`src/cbp_pkg.sv`:
```
`timescale 1ns / 1ps
`default_nettype none
// ----------------------------------------------------------------------------
// cbp_pkg - shared types and constants of the credential blob parser
// Request payload types, status and opcode codes, and blob layout constants.
// ----------------------------------------------------------------------------
package cbp_pkg;

  // Blob layout and store sizes
  localparam int BLOB_LIMIT = 1024;
  localparam int BLOB_MIN   = 4;
  localparam int NAME_BYTES = 32;
  localparam int PASS_BYTES = 64;
  localparam int ADDR_LEN   = 6;
  localparam int STATIC_LEN = 20;
  localparam int HDR_LAST   = 2;

  // State widths
  localparam int BC_W = 11;
  localparam int EL_W = 8;
  localparam int NC_W = 6;
  localparam int PC_W = 7;
  localparam int SK_W = 5;
  localparam int NA_W = 5;   // name store address
  localparam int PA_W = 6;   // passphrase store address
  localparam int CFG_W = 7;

  // Opcodes
  localparam logic OP_PUSH = 1'b0;
  localparam logic OP_READ = 1'b1;

  // Read selection
  localparam logic SEL_NAME = 1'b0;
  localparam logic SEL_PASS = 1'b1;

  // Configuration register indexes
  localparam logic CFG_NAME_ROOM = 1'b0;
  localparam logic CFG_PASS_ROOM = 1'b1;

  // Status codes
  localparam logic [1:0] ST_FOUND   = 2'd0;
  localparam logic [1:0] ST_NONE    = 2'd1;
  localparam logic [1:0] ST_BAD_LEN = 2'd2;

  typedef enum logic [6:0] {
    PH_HEADER = 7'b0000001,
    PH_NAME   = 7'b0000010,
    PH_PASS   = 7'b0000100,
    PH_ADDR   = 7'b0001000,
    PH_MODE   = 7'b0010000,
    PH_SKIP   = 7'b0100000,
    PH_DONE   = 7'b1000000
  } phase_e;

  typedef struct packed {
    logic       opcode;
    logic [7:0] blob_byte;
    logic       final_byte;
    logic       read_which;
    logic [5:0] read_index;
  } req_t;

  typedef struct packed {
    logic [1:0] status;
    logic [5:0] name_length;
    logic [6:0] pass_length;
    logic [7:0] read_data;
  } rsp_t;

endpackage
`default_nettype wire

```
`src/credential_blob_parser_core.sv`:
```
`timescale 1ns / 1ps
`default_nettype none
// ----------------------------------------------------------------------------
// credential_blob_parser_core - streaming credential blob parser
// Parses a credential blob one byte per request, keeps the first acceptable
// entry in name and passphrase stores, reports the outcome on the final byte
// and serves byte reads of the kept credential.
// ----------------------------------------------------------------------------
//
//  Channel | Signals                          | Moves
//  --------+----------------------------------+------------------------------
//  in      | in_valid_i / in_ready_o / in_data_i   | one push or read request
//  out     | out_valid_o / out_ready_i / out_data_o | one status/read response
//  cfg     | cfg_we_i / cfg_idx_i / cfg_data_i     | room register write
//
//  One request per cycle. All parsing for a request is done between the
//  request edge and the response register, so a response appears in the
//  cycle after its request is taken. The response register sets the rate:
//  a new request is taken whenever that register is empty or drained in the
//  same cycle. Reset is asynchronous and clears all parser state at once; the
//  name and passphrase stores are not cleared and are only read below the
//  kept lengths. Non-final pushes produce no response.
//
module credential_blob_parser_core (
  input  wire                       clk_i,
  input  wire                       rst_ni,
  input  wire                       in_valid_i,
  output logic                      in_ready_o,
  input  wire cbp_pkg::req_t        in_data_i,
  output logic                      out_valid_o,
  input  wire                       out_ready_i,
  output cbp_pkg::rsp_t             out_data_o,
  input  wire                       cfg_we_i,
  input  wire                       cfg_idx_i,
  input  wire [cbp_pkg::CFG_W-1:0]  cfg_data_i
);

  // Configuration
  logic [cbp_pkg::NC_W-1:0] name_room_q;
  logic [cbp_pkg::PC_W-1:0] pass_room_q;

  // Parser state
  cbp_pkg::phase_e          phase_q, phase_d;
  logic [cbp_pkg::BC_W-1:0] bc_q, bc_d;
  logic [cbp_pkg::EL_W-1:0] el_q, el_d, el_dec;
  logic [cbp_pkg::NC_W-1:0] nc_q, nc_d;
  logic [cbp_pkg::PC_W-1:0] pc_q, pc_d;
  logic [cbp_pkg::SK_W-1:0] sk_q, sk_d, sk_inc;
  logic                     adopted_q, adopted_d;
  logic                     kept_q, kept_d;        // found result available
  logic [cbp_pkg::NC_W-1:0] kn_q, kn_d;
  logic [cbp_pkg::PC_W-1:0] kp_q, kp_d;

  // Response register
  logic                     out_valid_q, out_valid_d;
  logic [1:0]               st_q, st_d;
  logic [cbp_pkg::NC_W-1:0] rn_q, rn_d;
  logic [cbp_pkg::PC_W-1:0] rp_q, rp_d;
  logic                     gate_q, gate_d;
  logic                     sel_q;

  // Stores
  logic [7:0] name_mem [cbp_pkg::NAME_BYTES];
  logic [7:0] pass_mem [cbp_pkg::PASS_BYTES];
  logic [7:0] name_rd_q, pass_rd_q;
  logic       name_we, pass_we;

  logic                     in_fire, push, rd_req, bad_len, adopt_ok;
  logic [cbp_pkg::NC_W-1:0] nroom;
  logic [cbp_pkg::PC_W-1:0] proom;
  logic [7:0]               b;

  assign in_ready_o = !out_valid_q || out_ready_i;
  assign in_fire    = in_valid_i && in_ready_o;
  assign push       = in_fire && (in_data_i.opcode == cbp_pkg::OP_PUSH);
  assign rd_req     = in_fire && (in_data_i.opcode == cbp_pkg::OP_READ);
  assign b          = in_data_i.blob_byte;

  // Clamp the rooms to one above the store sizes
  assign nroom = (name_room_q > cbp_pkg::NC_W'(cbp_pkg::NAME_BYTES + 1))
               ? cbp_pkg::NC_W'(cbp_pkg::NAME_BYTES + 1) : name_room_q;
  assign proom = (pass_room_q > cbp_pkg::PC_W'(cbp_pkg::PASS_BYTES + 1))
               ? cbp_pkg::PC_W'(cbp_pkg::PASS_BYTES + 1) : pass_room_q;
  assign adopt_ok = !adopted_q && (nc_q != '0) && (nc_q < nroom) && (pc_q < proom);

  assign el_dec = (el_q != '0) ? el_q - 1'b1 : el_q;
  assign sk_inc = sk_q + 1'b1;

  always_comb begin
    phase_d     = phase_q;
    bc_d        = bc_q;
    el_d        = el_q;
    nc_d        = nc_q;
    pc_d        = pc_q;
    sk_d        = sk_q;
    adopted_d   = adopted_q;
    kept_d      = kept_q;
    kn_d        = kn_q;
    kp_d        = kp_q;
    name_we     = 1'b0;
    pass_we     = 1'b0;
    bad_len     = 1'b0;
    out_valid_d = out_valid_q && !out_ready_i;
    st_d        = st_q;
    rn_d        = rn_q;
    rp_d        = rp_q;
    gate_d      = gate_q;

    if (push) begin
      case (phase_q)
        cbp_pkg::PH_HEADER: begin
          if (bc_q == '0) begin
            // Entry count; a new blob hides the previous credential
            el_d      = b;
            adopted_d = 1'b0;
            kept_d    = 1'b0;
            kn_d      = '0;
            kp_d      = '0;
          end else if (bc_q >= cbp_pkg::BC_W'(cbp_pkg::HDR_LAST)) begin
            nc_d    = '0;
            pc_d    = '0;
            sk_d    = '0;
            phase_d = (el_q != '0) ? cbp_pkg::PH_NAME : cbp_pkg::PH_DONE;
          end
        end
        cbp_pkg::PH_NAME: begin
          if (b == 8'd0) begin
            phase_d = cbp_pkg::PH_PASS;
          end else begin
            name_we = !adopted_q && (nc_q < cbp_pkg::NC_W'(cbp_pkg::NAME_BYTES));
            if (nc_q < cbp_pkg::NC_W'(cbp_pkg::NAME_BYTES + 1)) begin
              nc_d = nc_q + 1'b1;
            end
          end
        end
        cbp_pkg::PH_PASS: begin
          if (b == 8'd0) begin
            phase_d = cbp_pkg::PH_ADDR;
            sk_d    = '0;
          end else begin
            pass_we = !adopted_q && (pc_q < cbp_pkg::PC_W'(cbp_pkg::PASS_BYTES));
            if (pc_q < cbp_pkg::PC_W'(cbp_pkg::PASS_BYTES + 1)) begin
              pc_d = pc_q + 1'b1;
            end
          end
        end
        cbp_pkg::PH_ADDR: begin
          sk_d = sk_inc;
          if (sk_inc >= cbp_pkg::SK_W'(cbp_pkg::ADDR_LEN)) begin
            phase_d = cbp_pkg::PH_MODE;
          end
        end
        cbp_pkg::PH_MODE: begin
          if (adopt_ok) begin
            adopted_d = 1'b1;
            kn_d      = nc_q;
            kp_d      = pc_q;
          end
          el_d = el_dec;
          if (b == 8'd1) begin
            phase_d = cbp_pkg::PH_SKIP;
            sk_d    = '0;
          end else begin
            nc_d    = '0;
            pc_d    = '0;
            sk_d    = '0;
            phase_d = (el_dec != '0) ? cbp_pkg::PH_NAME : cbp_pkg::PH_DONE;
          end
        end
        cbp_pkg::PH_SKIP: begin
          sk_d = sk_inc;
          if (sk_inc >= cbp_pkg::SK_W'(cbp_pkg::STATIC_LEN)) begin
            nc_d    = '0;
            pc_d    = '0;
            sk_d    = '0;
            phase_d = (el_q != '0) ? cbp_pkg::PH_NAME : cbp_pkg::PH_DONE;
          end
        end
        default: begin
        end
      endcase

      // Count blob bytes, saturating one above the limit
      if (bc_q < cbp_pkg::BC_W'(cbp_pkg::BLOB_LIMIT + 1)) begin
        bc_d = bc_q + 1'b1;
      end

      if (in_data_i.final_byte) begin
        bad_len = (bc_d < cbp_pkg::BC_W'(cbp_pkg::BLOB_MIN)) ||
                  (bc_d > cbp_pkg::BC_W'(cbp_pkg::BLOB_LIMIT));
        st_d    = bad_len ? cbp_pkg::ST_BAD_LEN
                : (adopted_d ? cbp_pkg::ST_FOUND : cbp_pkg::ST_NONE);
        kept_d  = !bad_len && adopted_d;
        if (!kept_d) begin
          kn_d = '0;
          kp_d = '0;
        end
        // Rearm for the next blob
        adopted_d   = 1'b0;
        phase_d     = cbp_pkg::PH_HEADER;
        bc_d        = '0;
        el_d        = '0;
        nc_d        = '0;
        pc_d        = '0;
        sk_d        = '0;
        out_valid_d = 1'b1;
        rn_d        = kn_d;
        rp_d        = kp_d;
        gate_d      = 1'b0;
      end
    end else if (rd_req) begin
      out_valid_d = 1'b1;
      st_d        = cbp_pkg::ST_FOUND;
      rn_d        = kept_q ? kn_q : '0;
      rp_d        = kept_q ? kp_q : '0;
      if (in_data_i.read_which == cbp_pkg::SEL_NAME) begin
        gate_d = kept_q && (in_data_i.read_index < kn_q) &&
                 (in_data_i.read_index < cbp_pkg::NC_W'(cbp_pkg::NAME_BYTES));
      end else begin
        gate_d = kept_q && ({1'b0, in_data_i.read_index} < kp_q);
      end
    end
  end

  // Control state
  always_ff @(posedge clk_i or negedge rst_ni) begin
    if (!rst_ni) begin
      name_room_q <= cbp_pkg::NC_W'(cbp_pkg::NAME_BYTES + 1);
      pass_room_q <= cbp_pkg::PC_W'(cbp_pkg::PASS_BYTES + 1);
      phase_q     <= cbp_pkg::PH_HEADER;
      bc_q        <= '0;
      el_q        <= '0;
      nc_q        <= '0;
      pc_q        <= '0;
      sk_q        <= '0;
      adopted_q   <= 1'b0;
      kept_q      <= 1'b0;
      kn_q        <= '0;
      kp_q        <= '0;
      out_valid_q <= 1'b0;
    end else begin
      if (cfg_we_i) begin
        if (cfg_idx_i == cbp_pkg::CFG_NAME_ROOM) begin
          name_room_q <= cfg_data_i[cbp_pkg::NC_W-1:0];
        end else begin
          pass_room_q <= cfg_data_i;
        end
      end
      phase_q     <= phase_d;
      bc_q        <= bc_d;
      el_q        <= el_d;
      nc_q        <= nc_d;
      pc_q        <= pc_d;
      sk_q        <= sk_d;
      adopted_q   <= adopted_d;
      kept_q      <= kept_d;
      kn_q        <= kn_d;
      kp_q        <= kp_d;
      out_valid_q <= out_valid_d;
    end
  end

  // Response payload: load only when a request is taken
  always_ff @(posedge clk_i) begin
    if (in_fire) begin
      st_q   <= st_d;
      rn_q   <= rn_d;
      rp_q   <= rp_d;
      gate_q <= gate_d;
      sel_q  <= in_data_i.read_which;
    end
  end

  // Name store: one write, one registered read
  always_ff @(posedge clk_i) begin
    if (name_we) begin
      name_mem[nc_q[cbp_pkg::NA_W-1:0]] <= b;
    end
    if (rd_req) begin
      name_rd_q <= name_mem[in_data_i.read_index[cbp_pkg::NA_W-1:0]];
    end
  end

  // Passphrase store: one write, one registered read
  always_ff @(posedge clk_i) begin
    if (pass_we) begin
      pass_mem[pc_q[cbp_pkg::PA_W-1:0]] <= b;
    end
    if (rd_req) begin
      pass_rd_q <= pass_mem[in_data_i.read_index[cbp_pkg::PA_W-1:0]];
    end
  end

  assign out_valid_o = out_valid_q;

  always_comb begin
    out_data_o.status      = st_q;
    out_data_o.name_length = rn_q;
    out_data_o.pass_length = rp_q;
    if (!gate_q) begin
      out_data_o.read_data = 8'd0;
    end else if (sel_q == cbp_pkg::SEL_PASS) begin
      out_data_o.read_data = pass_rd_q;
    end else begin
      out_data_o.read_data = name_rd_q;
    end
  end

  // Assertions
  a_bc_sat: assert property (@(posedge clk_i) disable iff (!rst_ni)
    bc_q <= cbp_pkg::BC_W'(cbp_pkg::BLOB_LIMIT + 1))
    else $error("byte count beyond saturation");

  a_kept_len: assert property (@(posedge clk_i) disable iff (!rst_ni)
    kn_q <= cbp_pkg::NC_W'(cbp_pkg::NAME_BYTES) &&
    kp_q <= cbp_pkg::PC_W'(cbp_pkg::PASS_BYTES))
    else $error("kept length exceeds store size");

  a_final_rearm: assert property (@(posedge clk_i) disable iff (!rst_ni)
    push && in_data_i.final_byte |=> phase_q == cbp_pkg::PH_HEADER && bc_q == '0 &&
    !adopted_q && out_valid_q)
    else $error("final byte did not rearm parser");

  a_read_rsp: assert property (@(posedge clk_i) disable iff (!rst_ni)
    rd_req |=> out_valid_q && st_q == cbp_pkg::ST_FOUND)
    else $error("read request without response");

  a_hidden_len: assert property (@(posedge clk_i) disable iff (!rst_ni)
    out_valid_q && st_q != cbp_pkg::ST_FOUND |-> rn_q == '0 && rp_q == '0)
    else $error("lengths reported for failed blob");

endmodule
`default_nettype wire

```
`config.mk`:
```
export PLATFORM = sky130hd
export DESIGN_NAME = credential_blob_parser_core
export DESIGN_NICKNAME = d
export VERILOG_FILES = /design/src/cbp_pkg.sv /design/src/credential_blob_parser_core.sv
export SDC_FILE = /design/constraint.sdc
export NUM_CORES = 1
export LEC_CHECK = 0
export ABC_CLOCK_PERIOD_IN_PS = 3250
export BUFFER_PORTS_ARGS = -buffer_cell sky130_fd_sc_hd__buf_2
export CORE_MARGIN = 4
export CORE_UTILIZATION = 59
export CTS_BUF_LIST = sky130_fd_sc_hd__clkbuf_8
export DETAILED_ROUTE_END_ITERATION = 7
export PLACE_DENSITY = 0.77
export SYNTH_ARGS = -nofsm -noshare
export SYNTH_HDL_FRONTEND = slang
export SYNTH_SLANG_ARGS = --single-unit
```
`constraint.sdc`:
```
create_clock -name clk_i -period 3.25 [get_ports clk_i]
set_input_delay 0.65 -clock clk_i [delete_from_list [all_inputs] [get_ports clk_i]]
set_output_delay 0.65 -clock clk_i [all_outputs]
set_load 0.01 [all_outputs]
```
==> flow_summary.yaml <==
flow_run:
  maxCapViolations: 0
sta:
  slew_viol_final: 0
  finalSetupTns_ns: 0
  min_period_over_period_pct: 96.64
  fmax_ghz: 0.3184
  fin_crit_ns: 3.141
  rsz0062_at_grt: "false"
  tightest_slew_ns: 1.191
  final.setup_skew_ns: 0.05022
  slew_headroom_pct: 20.57
  holdWs_ns: 0.1021
  finalHoldViolations: 0
  finalSetupViolCount: 0
routing:
  drt_iter0_drc: 2364
  wire_per_inst_microns: 28.09
  first_pass_iters: 6
  drtAntennaViolNets: 0
  drc: 0
  finalWirelength_mm: 83.01
  via_per_inst: 6.530
  vias: 19297
yosys:
  yosysWarnings: 0
  synth.top_cell.area_share_pct: 66.79
  ys_seq_elements: 874
  synth_cell_type_count: 81
  synth.avg_cell_area_sq_um: 19.27
  synth_area_sq_um: 36010
  synth_cells: 1869
  async_flop_share_pct: 8.352
  synth_fp_nets: 1931
  synth.area.top_cells: "edfxtp_1, mux4_2, dfrtp_1"
  ys_seq_area_share_pct: 71.88
  yosysMostFrequentCell: "edfxtp_1"
  synthFlopType: "edfxtp_1"
  yosysTopAreaCell: "edfxtp_1"
  synth_edf_count: 801
  synth_commonest_cells: "edfxtp_1, mux4_2, nor2_1"
clock_tree:
  root_buffer: "clkbuf_8"
  clk_latency_ns: 0.79
  cts_inserted_buffers: 136
  tritoncts: "yes"
  post_cts_buffers: 0
  cts_max_path_buffers: 3
  cts.clk_slew.worst_paths_ns: 0.06
  clkSinkCount: 874
  cts_resized: 0
  cts-htree-levels: 4
placed_design:
  placement.io_buffers: 54
  detailed_place_hpwl_mm: 52.82
  place.gp.congestion: 0.8709
die:
  io_pins: 55
  die_height_microns: 255.1
  coreArea_sq_um: 60360
  row_count: 90
  start_util_pct: 59.67
  die_w_microns: 255.1
  die-area_sq_um: 65060
critical_path:
  end_kind: "flop"
  cp_num_buf_inv: 2
  cp_slowest_cell: "dfstp_2"
  max_stage_delay_ns: 0.55
  path_cells: "inv_1 -> nand2_1 -> ha_1 -> and4_1 -> a2111o_1 -> nor2_1 -> nand4_1 -> a21o_1 -> o31ai_4 -> buf_4 -> a22o_1"
  critPathTopFamily: "compound AO/OA/AOI/OAI gates"
  worstPathRequired_ns: 3.87
  crit_start: "pass_room_q[6]$_DFFE_PN1P_"
  critPathLaunchType: "flop"
  rr_startpoint: "pass_room_q[6]$_DFFE_PN1P_"
  crit_fanout: 8
  critPathArrivalTime_ns: 3.76
  path_class: "reg -> reg"
outcome:
  status: "completed"
power_and_ir_drop:
  p_seq_share_pct: 54.7
  p_per_area_nw_per_um2: 566.8
  p_comb_share_pct: 6.9
  peakVddDrop_mv: 0.4978
  p_switching_mw: 5.294
  p_clk_share_pct: 38.4
  p_int_mw: 17.66
  swShare_pct: 23.07
  total_power_mw: 22.95
  leakage_nw: 13.49
cells_and_area:
  post-route-util_pct: 67.08
  drive_above_1_share_pct: 29.82
  multi_input_area_sq_um: 9558
  fill_cells: 3777
  register_area_sq_um: 25890
  layout.nets: 2131
  syn2layout_area_growth_pct: 12.42
grt:
  grt-ovfl-total: 0
  track_usage_pct: 26.34
  grt_pass1_vias: 19311
  grt_max_degree: 98
  grt_pass1_wl_mm: 125.0
  antenna_found_initial: 6
worst_hold_path:
  min_from: "cfg_data_i[6]"
  min_path_type: "in -> reg"
kinds of logic after synthesis:
group,Yosys count,synth area share (%)
AOI/OAI and AO/OA,171,3.488
muxes,285,16.62
adders and majority gates,32,1.112
buffers and inverters,136,1.602
xor gates and xnor gates,7,0.1702
and+or+nand+nor,364,5.131
DFF,874,71.88
path summary, 6_finish.rpt:
path                                               to  slack (ns)  cells past startpoint
max                                 rn_q[1]$_DFFE_PP_        0.11                     11
min                        pass_room_q[6]$_DFFE_PN1P_        0.10                      2
max reg2reg                         rn_q[1]$_DFFE_PP_        0.11                     11
min reg2reg                    phase_q[0]$_DFFE_PN1P_        0.50                      2
max in group asynchronous         el_q[2]$_DFFE_PN0P_        2.02                      2
min in group asynchronous         sk_q[3]$_DFFE_PN0P_        0.57                      2
per-stage QoR:
stage	std cells	cell area [sq um]	setup slack [ns]
floorplan	1869	36020	0.1239
global placement	2712	37890	0.02225
detailed placement	2712	37890	0.04970
CTS	2952	40480	0.08869
global route	2953	40480	0.03449
finish	2955	40490	0.1092
flip-flops by register name, indices dropped and copies added (netlist names), 7 cells and up:
signal / cells
pass_room_q: 7
name_mem: 256
kp_q: 7
el_q: 8
phase_q: 7
rp_q: 7
pass_rd_q: 8
name_rd_q: 8
pass_mem: 512
pc_q: 7
bc_q: 11
metal layers:
layer	wire length, microns	vias to the layer above	track usage (%)
li1	-	8092	-
met1	32640	10047	38.50
met2	40570	1045	40.99
met3	7959	109	5.995
met4	1806	4	7.872
met5	28	-	0
power by group through the flow:
stage | logic, mW | clock network, mW | registers, mW
after detailed placement | 1.58 | 0 | 12.8
after global routing | 1.72 | 9.54 | 12.6
after CTS | 1.59 | 8.97 | 12.5
after floorplan | 1.01 | 0 | 12.7
final | 1.58 | 8.82 | 12.5
after global placement | 1.54 | 0 | 12.8
timing repair:
action	in CTS	in global routing
endpoints found under the setup margin	0	4
endpoints found under the hold margin	15	0
hold buffers	1	0
cell type report:
type                            count  area share (%)
Antenna cell                        3         0.01854
Timing Repair Buffer              163           3.328
Inverter                           35          0.3245
Clock inverter                     99           1.613
Tap cell                          782           2.417
Clock buffer                      140           4.759
Multi-Input combinational cell    859           23.61
Sequential cell                   874           63.93
cells in the final DEF, fill, tap and decap left out, types with 13 or more instances in the layout:
master    Yosys  routed
mux4_2      248     248
ha_1         32      32
nor2_1      148     148
buf_2        32      42
a22o_1       29      29
inv_1        34      65
clkinv_1      1      32
buf_4         5     101
clkbuf_8      0     141
nand2_1      65      65
o21ai_0      36      36
mux2i_1      13      13
a21oi_1      20      20
nor3_1       26      26
buf_12        0      17
clkinv_2      0      14
dfrtp_1      68      68
nand3_1      21      21
nor2b_1      13      13
edfxtp_1    801     801
mux2_2       24      24
Power figures use the tool's default switching activity.
